--- config.mk ---
export PLATFORM = sky130hd
export DESIGN_NAME = analog_ladder_keypad_repeat_unit
export DESIGN_NICKNAME = d
export VERILOG_FILES = /design/src/rtl/alkr_pkg.sv /design/src/rtl/analog_ladder_keypad_repeat_unit.sv /design/src/rtl/alkr_cfg_regs.sv /design/src/rtl/alkr_classify.sv /design/src/rtl/alkr_tracker.sv
export SDC_FILE = /design/constraint.sdc
export NUM_CORES = 1
export LEC_CHECK = 0
export ABC_AREA = 1
export BUFFER_PORTS_ARGS = -buffer_cell sky130_fd_sc_hd__clkbuf_2
export CORE_MARGIN = 4
export CORE_UTILIZATION = 37
export CTS_BUF_LIST = sky130_fd_sc_hd__clkbuf_8
export DETAILED_ROUTE_END_ITERATION = 12
export GPL_ROUTABILITY_DRIVEN = 0
export PLACE_DENSITY_LB_ADDON = 0.08
export SETUP_SLACK_MARGIN = 0.05
export SLEW_MARGIN = 20
export SYNTH_ARGS = -nofsm -noshare
export SYNTH_HDL_FRONTEND = slang
export SYNTH_SLANG_ARGS = --single-unit
--- constraint.sdc ---
create_clock -name aclk -period 3.4 [get_ports aclk]
set_clock_uncertainty 0.05 [all_clocks]
set_input_delay 0.68 -clock aclk [delete_from_list [all_inputs] [get_ports aclk]]
set_output_delay 0.68 -clock aclk [all_outputs]
set_load 0.02 [all_outputs]
--- src/rtl/alkr_pkg.sv ---
// ----------------------------------------------------------------------------
// alkr_pkg
// Shared types and constants of the analog ladder keypad repeat unit:
// key codes, ladder voltage windows, field widths and register indexes.
// ----------------------------------------------------------------------------
package alkr_pkg;

    localparam int unsigned TIME_W   = 32;
    localparam int unsigned SAMPLE_W = 12;
    localparam int unsigned KEY_W    = 3;
    localparam int unsigned CFG_W    = 16;
    localparam int unsigned CFG_IDX_W = 1;

    typedef enum logic [KEY_W-1:0] {
        KEY_RIGHT  = 3'd0,
        KEY_UP     = 3'd1,
        KEY_DOWN   = 3'd2,
        KEY_LEFT   = 3'd3,
        KEY_SELECT = 3'd4,
        KEY_NONE   = 3'd5
    } key_t;

    typedef enum logic [CFG_IDX_W-1:0] {
        REG_CHECK_INTERVAL = 1'b0,
        REG_HOLD_TIME      = 1'b1
    } cfg_reg_t;

    // ladder voltage windows, lower bound inclusive, upper bound exclusive
    localparam logic [SAMPLE_W-1:0] OPEN_ABOVE   = 12'd4080;
    localparam logic [SAMPLE_W-1:0] RIGHT_BELOW  = 12'd40;
    localparam logic [SAMPLE_W-1:0] UP_LO        = 12'd550;
    localparam logic [SAMPLE_W-1:0] UP_HI        = 12'd620;
    localparam logic [SAMPLE_W-1:0] DOWN_LO      = 12'd1350;
    localparam logic [SAMPLE_W-1:0] DOWN_HI      = 12'd1400;
    localparam logic [SAMPLE_W-1:0] LEFT_LO      = 12'd2000;
    localparam logic [SAMPLE_W-1:0] LEFT_HI      = 12'd2100;
    localparam logic [SAMPLE_W-1:0] SELECT_LO    = 12'd2900;
    localparam logic [SAMPLE_W-1:0] SELECT_HI    = 12'd3100;

    // register reset values
    localparam logic [CFG_W-1:0] CHECK_INTERVAL_RST = 16'd100;
    localparam logic [CFG_W-1:0] HOLD_TIME_RST      = 16'd500;

    // settings handed from the register file to the key tracker
    typedef struct packed {
        logic [CFG_W-1:0] check_interval;
        logic [CFG_W-1:0] hold_time;
    } cfg_t;

endpackage

--- src/rtl/analog_ladder_keypad_repeat_unit.sv ---
// ----------------------------------------------------------------------------
// analog_ladder_keypad_repeat_unit
// Resistor-ladder keypad decoder with check interval and auto-repeat.
// ----------------------------------------------------------------------------
// Usage:
//   s_ channel: one transaction carries a millisecond time stamp (s_now_ms)
//   and a 12-bit ladder reading (s_adc_sample).
//   m_ channel: exactly one transaction per input, m_key_code 0..4 for a
//   reported key, 5 when there is no key event.
//   cfg channel: cfg_index 0 writes the check interval, 1 the repeat delay
//   (both in ms); always ready, write only while the unit is idle.
// Timing:
//   an input lands in the input register and then moves on to the result
//   register, which holds its key code and drives m_valid. One input per
//   cycle is sustained while m_ready is high; the key state is updated in the
//   same cycle that a result is loaded, so samples chain back to back.
// Reset:
//   aresetn low clears both stages, the key state (no key, times zero) and
//   sets the interval to 100 ms and the delay to 500 ms.
// Stall:
//   while m_ready is low the result holds; the input register keeps one
//   more sample, after which s_ready drops until the result is taken.
// ----------------------------------------------------------------------------
module analog_ladder_keypad_repeat_unit (
    input  logic                              aclk,
    input  logic                              aresetn,
    input  logic                              s_valid,
    output logic                              s_ready,
    input  logic [alkr_pkg::TIME_W-1:0]       s_now_ms,
    input  logic [alkr_pkg::SAMPLE_W-1:0]     s_adc_sample,
    output logic                              m_valid,
    input  logic                              m_ready,
    output logic [alkr_pkg::KEY_W-1:0]        m_key_code,
    input  logic                              cfg_valid,
    output logic                              cfg_ready,
    input  logic [alkr_pkg::CFG_IDX_W-1:0]    cfg_index,
    input  logic [alkr_pkg::CFG_W-1:0]        cfg_wdata
);

    alkr_pkg::cfg_t                cfg;
    logic                          in_valid_reg;
    logic [alkr_pkg::TIME_W-1:0]   now_reg;
    logic [alkr_pkg::SAMPLE_W-1:0] sample_reg;
    logic                          out_valid_reg;
    alkr_pkg::key_t                key_code_reg;
    alkr_pkg::key_t                key;
    alkr_pkg::key_t                result;
    logic                          advance;

    alkr_cfg_regs u_cfg (
        .aclk      (aclk),
        .aresetn   (aresetn),
        .cfg_valid (cfg_valid),
        .cfg_ready (cfg_ready),
        .cfg_index (cfg_index),
        .cfg_wdata (cfg_wdata),
        .cfg       (cfg)
    );

    alkr_classify u_classify (
        .sample (sample_reg),
        .key    (key)
    );

    alkr_tracker u_tracker (
        .aclk    (aclk),
        .aresetn (aresetn),
        .advance (advance),
        .now     (now_reg),
        .key     (key),
        .cfg     (cfg),
        .result  (result)
    );

    // flow control: a sample moves to the result register when it is free
    assign advance = in_valid_reg && (!out_valid_reg || m_ready);
    assign s_ready = !in_valid_reg || advance;

    // input register
    always_ff @(posedge aclk) begin
        if (!aresetn) begin
            in_valid_reg <= 1'b0;
        end else if (s_ready) begin
            in_valid_reg <= s_valid;
        end
    end

    always_ff @(posedge aclk) begin
        if (s_valid && s_ready) begin
            now_reg    <= s_now_ms;
            sample_reg <= s_adc_sample;
        end
    end

    // result register
    always_ff @(posedge aclk) begin
        if (!aresetn) begin
            out_valid_reg <= 1'b0;
        end else if (advance) begin
            out_valid_reg <= 1'b1;
        end else if (m_ready) begin
            out_valid_reg <= 1'b0;
        end
    end

    always_ff @(posedge aclk) begin
        if (advance) begin
            key_code_reg <= result;
        end
    end

    assign m_valid    = out_valid_reg;
    assign m_key_code = key_code_reg;

endmodule

--- src/rtl/alkr_cfg_regs.sv ---
// ----------------------------------------------------------------------------
// alkr_cfg_regs
// Configuration registers: check interval and repeat delay, written
// through a valid/ready channel that is always ready.
// ----------------------------------------------------------------------------
module alkr_cfg_regs (
    input  logic                              aclk,
    input  logic                              aresetn,
    input  logic                              cfg_valid,
    output logic                              cfg_ready,
    input  logic [alkr_pkg::CFG_IDX_W-1:0]    cfg_index,
    input  logic [alkr_pkg::CFG_W-1:0]        cfg_wdata,
    output alkr_pkg::cfg_t                    cfg
);

    logic [alkr_pkg::CFG_W-1:0] check_interval_reg;
    logic [alkr_pkg::CFG_W-1:0] hold_time_reg;

    assign cfg_ready = 1'b1;

    // register writes
    always_ff @(posedge aclk) begin
        if (!aresetn) begin
            check_interval_reg <= alkr_pkg::CHECK_INTERVAL_RST;
            hold_time_reg      <= alkr_pkg::HOLD_TIME_RST;
        end else if (cfg_valid) begin
            case (cfg_index)
                alkr_pkg::REG_CHECK_INTERVAL: check_interval_reg <= cfg_wdata;
                alkr_pkg::REG_HOLD_TIME:      hold_time_reg      <= cfg_wdata;
                default: ;
            endcase
        end
    end

    assign cfg.check_interval = check_interval_reg;
    assign cfg.hold_time      = hold_time_reg;

endmodule

--- src/rtl/alkr_classify.sv ---
// ----------------------------------------------------------------------------
// alkr_classify
// Maps one ladder voltage reading to a key code by fixed voltage windows.
// ----------------------------------------------------------------------------
module alkr_classify (
    input  logic [alkr_pkg::SAMPLE_W-1:0] sample,
    output alkr_pkg::key_t                key
);

    // window compares, open circuit checked first
    always_comb begin
        if (sample > alkr_pkg::OPEN_ABOVE) begin
            key = alkr_pkg::KEY_NONE;
        end else if (sample < alkr_pkg::RIGHT_BELOW) begin
            key = alkr_pkg::KEY_RIGHT;
        end else if (sample >= alkr_pkg::UP_LO && sample < alkr_pkg::UP_HI) begin
            key = alkr_pkg::KEY_UP;
        end else if (sample >= alkr_pkg::DOWN_LO && sample < alkr_pkg::DOWN_HI) begin
            key = alkr_pkg::KEY_DOWN;
        end else if (sample >= alkr_pkg::LEFT_LO && sample < alkr_pkg::LEFT_HI) begin
            key = alkr_pkg::KEY_LEFT;
        end else if (sample >= alkr_pkg::SELECT_LO && sample < alkr_pkg::SELECT_HI) begin
            key = alkr_pkg::KEY_SELECT;
        end else begin
            key = alkr_pkg::KEY_NONE;
        end
    end

endmodule

--- src/rtl/alkr_tracker.sv ---
// ----------------------------------------------------------------------------
// alkr_tracker
// Key state: previous key, time of last check and press start time.
// Decides per sample whether a key event is reported and updates state.
// ----------------------------------------------------------------------------
module alkr_tracker (
    input  logic                           aclk,
    input  logic                           aresetn,
    input  logic                           advance,
    input  logic [alkr_pkg::TIME_W-1:0]    now,
    input  alkr_pkg::key_t                 key,
    input  alkr_pkg::cfg_t                 cfg,
    output alkr_pkg::key_t                 result
);

    alkr_pkg::key_t              prev_key_reg, prev_key_next;
    logic [alkr_pkg::TIME_W-1:0] last_check_reg, last_check_next;
    logic [alkr_pkg::TIME_W-1:0] press_start_reg, press_start_next;

    logic [alkr_pkg::TIME_W-1:0] since_check;
    logic [alkr_pkg::TIME_W-1:0] since_press;
    logic                        check_due;
    logic                        held_long;
    logic                        report;

    // elapsed times wrap modulo 2^32
    assign since_check = now - last_check_reg;
    assign since_press = now - press_start_reg;
    assign check_due = since_check >
        {{(alkr_pkg::TIME_W-alkr_pkg::CFG_W){1'b0}}, cfg.check_interval};
    assign held_long = since_press >
        {{(alkr_pkg::TIME_W-alkr_pkg::CFG_W){1'b0}}, cfg.hold_time};

    // event decision and next state
    always_comb begin
        prev_key_next    = prev_key_reg;
        last_check_next  = last_check_reg;
        press_start_next = press_start_reg;
        report           = 1'b0;
        if (check_due) begin
            if (key != prev_key_reg) begin
                prev_key_next = key;
                if (key != alkr_pkg::KEY_NONE) begin
                    press_start_next = now;
                    report           = 1'b1;
                end
            end else if (key != alkr_pkg::KEY_NONE && held_long) begin
                report = 1'b1;
            end
            if (!report) begin
                last_check_next = now;
            end
        end
    end

    assign result = report ? key : alkr_pkg::KEY_NONE;

    // state update once per sample
    always_ff @(posedge aclk) begin
        if (!aresetn) begin
            prev_key_reg    <= alkr_pkg::KEY_NONE;
            last_check_reg  <= '0;
            press_start_reg <= '0;
        end else if (advance) begin
            prev_key_reg    <= prev_key_next;
            last_check_reg  <= last_check_next;
            press_start_reg <= press_start_next;
        end
    end

endmodule

# After elaboration in Yosys (flattened, before gate mapping)
# Cells that the tools add are included.
# word_totals
regBits	148
elab_cells	58
inputBits	66
latchBits	0
ram_bits	0
out_inout_bits	6
rom_bits	0
mem_count	0
# op_classes
eq_ne	2
addsub	2
n_shift	0
bitwise_logic	2
mul	0
n_reduce_logical	17
n_div	0
muxes	13
n_lt_le_gt_ge	12
# ops
cell	count
greater-than comparator 32 x 16 -> 1 bit	2
subtractor 32 bit	2
>= comparator 12 x 11 -> 1 bit, second input constant	2
< comparator 12 bit, second input constant	2
2-to-1 mux 3 bit	5
>= comparator 12 x 10 -> 1 bit, second input constant	1
>= comparator 12 bit, second input constant	1
greater-than comparator 12 bit, second input constant	1
< comparator 12 x 10 -> 1 bit, second input constant	1
< comparator 12 x 11 -> 1 bit, second input constant	1
< comparator 12 x 6 -> 1 bit, second input constant	1
2-to-1 mux 1 bit	8
logical AND 1 bit	7
AND reduction 3 bit	2
AND reduction 2 bit	2
AND reduction 4 bit	1
!= test 3 bit	1
!= test 3 bit, second input constant	1
zero test 1 bit	2
logical OR 1 bit	2
NOT 1 bit	2
nonzero test 2 bit	1

# Longest topological paths before layout
# logic_depth
depth_word	15
ltp_mapped	29
ltp_nobuf	28

# Hierarchy
# From an unflattened synthesis, not the netlist that was laid out.
# hier_totals
cells_unflattened	1995
hier_area_um2	12281.8
# by_module_without_submodules
mod	area_each_um2	seq_area_each_um2	instances	cells_per_inst
alkr_tracker	9178.8	1341.3	1	1700
analog_ladder_keypad_repeat_unit	1506.4	1451.4	1	60
alkr_cfg_regs	1307.5	640.6	1	171
alkr_classify	289.0	0.0	1	64

# Least setup slack after synthesis
# No wires, ideal clock.
# synth_path
kind	register to register
startpoint	reg now_reg[0] (netlist bit)
endpoint	reg key_code_reg[1], in the netlist m_key_code[1], data pin
path_stages_with_launch	27
setup_time_ps	260
setup_slack_ps	90
arrival_ps	3000
required_ps	3090
n_path_buf	1
period_less_slack_ps	3310
cell_sequence	edfxtp_1 inv_1 ha_1 fa_1 inv_1 nand2_1 nand2_1 nand3_1 nand2_1 nand2_1 nand2_1 xor2_1 ha_1 nand2_1 nor2_1 nand3_1 nor3_1 a21oi_1 nor2_1 nand2_1 nor2_1 nand3_1 nor2_1 nand2_1 nand2_2 buf_2 nor3_1
# synth_via
elab_chain_len	7
word_cells_on_any_way	9
cone_classes	add/sub: 2; order compare: 2; mux: 4; reduce/logical: 1
# synth_rtl
element	line_no	text
from (decl)	analog_ladder_keypad_repeat_unit.sv:42	logic [alkr_pkg::TIME_W-1:0] now_reg;
from (signal assigned)	analog_ladder_keypad_repeat_unit.sv:90	now_reg <= s_now_ms;
subtractor 32 bit	alkr_tracker.sv:28	assign since_press = now - press_start_reg;
greater-than comparator 32 x 16 -> 1 bit	alkr_tracker.sv:31	assign held_long = since_press >
logical AND 1 bit	alkr_tracker.sv:47	end else if (key != alkr_pkg::KEY_NONE && held_long) begin
2-to-1 mux 1 bit	alkr_tracker.sv:47	
2-to-1 mux 1 bit	alkr_tracker.sv:41	if (key != prev_key_reg) begin
2-to-1 mux 1 bit	alkr_tracker.sv:40	if (check_due) begin
2-to-1 mux 1 bit *	alkr_tracker.sv:40	
to (signal assigned)	analog_ladder_keypad_repeat_unit.sv:108	key_code_reg <= result;
to (decl)	analog_ladder_keypad_repeat_unit.sv:45	alkr_pkg::key_t key_code_reg;
# Every way passes the cells marked *; elsewhere a longest branch is shown, timed or not. The select of a mux whose other input is x is not followed.
# A chain may end at the register's enable or synchronous reset.

# Final worst setup path
# layout_path
startpoint	reg now_reg[5] (netlist bit)
endpoint	reg u_tracker.press_start_reg[7] (netlist bit)
# layout_via
elab_chain_len	3
# layout_rtl
element	line_no	text
subtractor 32 bit	alkr_tracker.sv:27	assign since_check = now - last_check_reg;
greater-than comparator 32 x 16 -> 1 bit	alkr_tracker.sv:29	assign check_due = since_check >
AND reduction 4 bit (no source line)	-	
to (signal assigned)	alkr_tracker.sv:67	press_start_reg <= press_start_next;
to (decl)	alkr_tracker.sv:18	logic [alkr_pkg::TIME_W-1:0] press_start_reg, press_start_next;
# Every way passes these cells.

==> summary.md <==
| Metric | Value |
|---|---|
| Status | `complete, but fails checks` |
| Failing checks | `setup timing` |
| Fin crit share | `1.15` |
| TritonCTS buffer count | `17` |
| Final worst slack | `-517 ps` |
| Register area share after synthesis | `0.292` |
| Drt initial violations | `approximately 650` |
| CTS Root Cell | `clkbuf_8` |
| Chip width | `185 microns` |
| Peak VDD IR | `0.260 mV` |
| Fmax | `~260 MHz` |
| Antenna Diode Count | `0` |
| I/O pins | `72` |
| Final max-slew violation count | `0` |
| CP Data Required Time | `3710 ps` |
| Layout area overhead | `33.7%` |
| Most common cell after layout, fill and taps aside | `nand2_1` |
| Total gr overflow | `0` |
| Mapped Nets | `2066` |
| Pwr dens | `approximately 380 nW/um^2` |
| First-pass GRT wire length | `between 50000 and 60000 microns` |
| Mapped Cells | `between 1500 and 2000` |
| Kind of critical path | `reg2reg` |
| Slew of the pin with the lowest slew margin | `approximately 950 ps` |
| Routed via count | `about 12000` |
| Most used DFF post-synth | `dfxtp_1` |
| WL met2 | `between 15000 and 20000 microns` |
| Fillers | `~3100` |
| Clock latency on the worst-skew pair | `470 ps` |
| Dpl cells | `2502` |
| Async SR Flop Fraction | `0` |
| RSZ-0062 raised after global routing | `yes` |
| Share of cells above drive strength 1 | `0.225` |
| Register bit count reported by yosys | `roughly 150` |
| Peak fanout along the critical path | `7` |
| Worst setup SP type | `flop` |
| Hold Crit Class | `in2reg` |
| Largest net degree at the start of global routing | `around 50` |
| Routed len/inst | `between 10 and 15 microns` |
| First-pass iteration count of the detailed router | `7` |
| Synthesized cell area | `around 12000 sq um` |
| Slowest stage delay, CP | `around 440 ps` |
| Vias in the first global route | `10900` |
| Crit path capture type | `flop` |
| Slew Limit Headroom | `0.368` |
| Worst-path clk slew | `~90 ps` |
| Max Buffers Root-to-Sink | `2` |
| Core footprint | `approximately 31000 sq um` |
| Finished Layout Cells | `2574` |
| Floorplan row count | `64` |
| Most frequent cells in the layout | `nand2_1 (579), inv_1 (363), nor2_1 (251), buf_4 (170), dfxtp_1 (101)` |
| Mean Syn Cell Area | `around 6 sq um` |
| DRC errors left | `0` |
| Finish-stage setup viols | `70` |
| Yosys Warn Count | `0` |
| Initial antenna violation count | `1` |
| Critical Path AT | `roughly 4200 ps` |
| Sink Count | `about 150` |
| Post-synth EDFFs | `46` |
| CTS tree | `done` |
| Delay-heaviest family, CP | `simple AND/OR/NAND/NOR gates` |
| Post-route ant nets | `0` |
| Final hold violations | `0` |
| Port bufs | `69` |
| Die Span Y | `185 microns` |
| Final #Nets | `around 2300` |
| DP HPWL | `between 20000 and 30000 microns` |
| Yosys cell types | `38` |
| Die area | `34400 sq um` |
| Setup TNS | `-32420 ps` |
| Max Cap Viol | `0` |
| H-tree level count | `4` |
| CP bufs+invs | `5` |
| Post-Route WL | `37200 microns` |
| P_leak | `8.20 nW` |
| Cell at the slowest stage of the critical path | `edfxtp_1` |
| Crit path time final | `3920 ps` |
| Initial Utilization | `0.378` |
| Metal-1 WL | `17900 microns` |
| Met3 WL | `1640 microns` |
| Tot GR Track Use | `0.209` |
| Top sig layer | `met5` |
| Via/cell ratio | `between 4 and 5` |
path summary, 6_finish.rpt:
kind	startpoint	end	slack, ps	depth (start not counted)
setup reg to reg	now_reg[5]	u_tracker.press_start_reg[7]	-520	26
setup / recovery	now_reg[5]	u_tracker.press_start_reg[7]	-520	26
hold reg to reg	u_cfg.check_interval_reg[4]	u_cfg.check_interval_reg[4]	420	2
hold / removal	s_now_ms[26]	now_reg[26]	330	1
cells in the mapped netlist (6+ instances only):
library cell  instances  area (sq um)
ha_1                 94          1180
nand3b_1              9          67.6
xor2_1               29           254
nand3_1             121           606
a21oi_1              78           390
nand2_1             629          2360
nand4_1              25           156
clkbuf_1             11          41.3
inv_1               368          1380
nor3_1               15          75.1
o21ai_0              30           150
inv_2                 6          22.5
o211ai_1              9          67.6
nor2_1              267          1000
buf_4                 6          45.0
a21o_1                8          60.1
edfxtp_1             46          1380
dfxtp_1             101          2020
buf_2                 6          30.0
power breakdown:
group	switching, W	total, W	internal [W]
registers	0.0000695	0.00199	0.00192
logic	0.00130	0.00227	0.000972
clock network	0.000711	0.00163	0.000915
cell families (layout without fill, tap and decap cells):
kind of cell / after synthesis / in the layout / share of synthesized area
other: 1 / 1 / 0.000322
XOR/XNOR: 30 / 30 / 0.0225
adder cells (fa/ha/maj): 96 / 96 / 0.104
AO/OA/AOI/OAI: 133 / 133 / 0.0625
flip-flops: 147 / 147 / 0.292
AND/OR/NAND/NOR: 1089 / 1090 / 0.382
buffers and inverters: 408 / 681 / 0.137
cell type report:
| class | instances | area (sq um) | share of cell area |
|---|---|---|---|
| multi-input cells | 1350 | 7600 | 0.488 |
| repair buffers | 273 | 2200 | 0.141 |
| flip-flops and latches | 147 | 3400 | 0.218 |
| clock buffers | 19 | 262 | 0.0168 |
| inverters | 376 | 1410 | 0.0907 |
| well taps | 396 | 495 | 0.0318 |
| clock inverters | 13 | 206 | 0.0132 |
what timing repair did:
action | CTS | global route
cloned | 3 | 10
endpoints found under the setup margin | 70 | 70
hold buffers | 0 | 0
pin swaps | 33 | 85
gates resized for setup | 86 | 117
setup buffers | 13 | 15
per-stage QoR:
stage          setup WS, ps  hold slack (ps)  utilization  power (W)  cell area, sq um
2_1_floorplan          90.5              385            -    0.00325             11700
3_3_place_gp           -582              407        0.442    0.00396             13600
3_5_place_dp           -637              410        0.442    0.00398             13600
4_1_cts                -485              294        0.479    0.00576             14800
5_1_grt                -728              294        0.505    0.00630             15600
6_report               -517              331        0.505    0.00588             15600
metal layers:
layer,track usage,up-vias
li1,-,6359
met1,0.284,5392
met2,0.353,230
met3,0.0334,33
met4,0.0405,2
met5,0,-
Note: power is estimated with default switching activity, not from simulation.
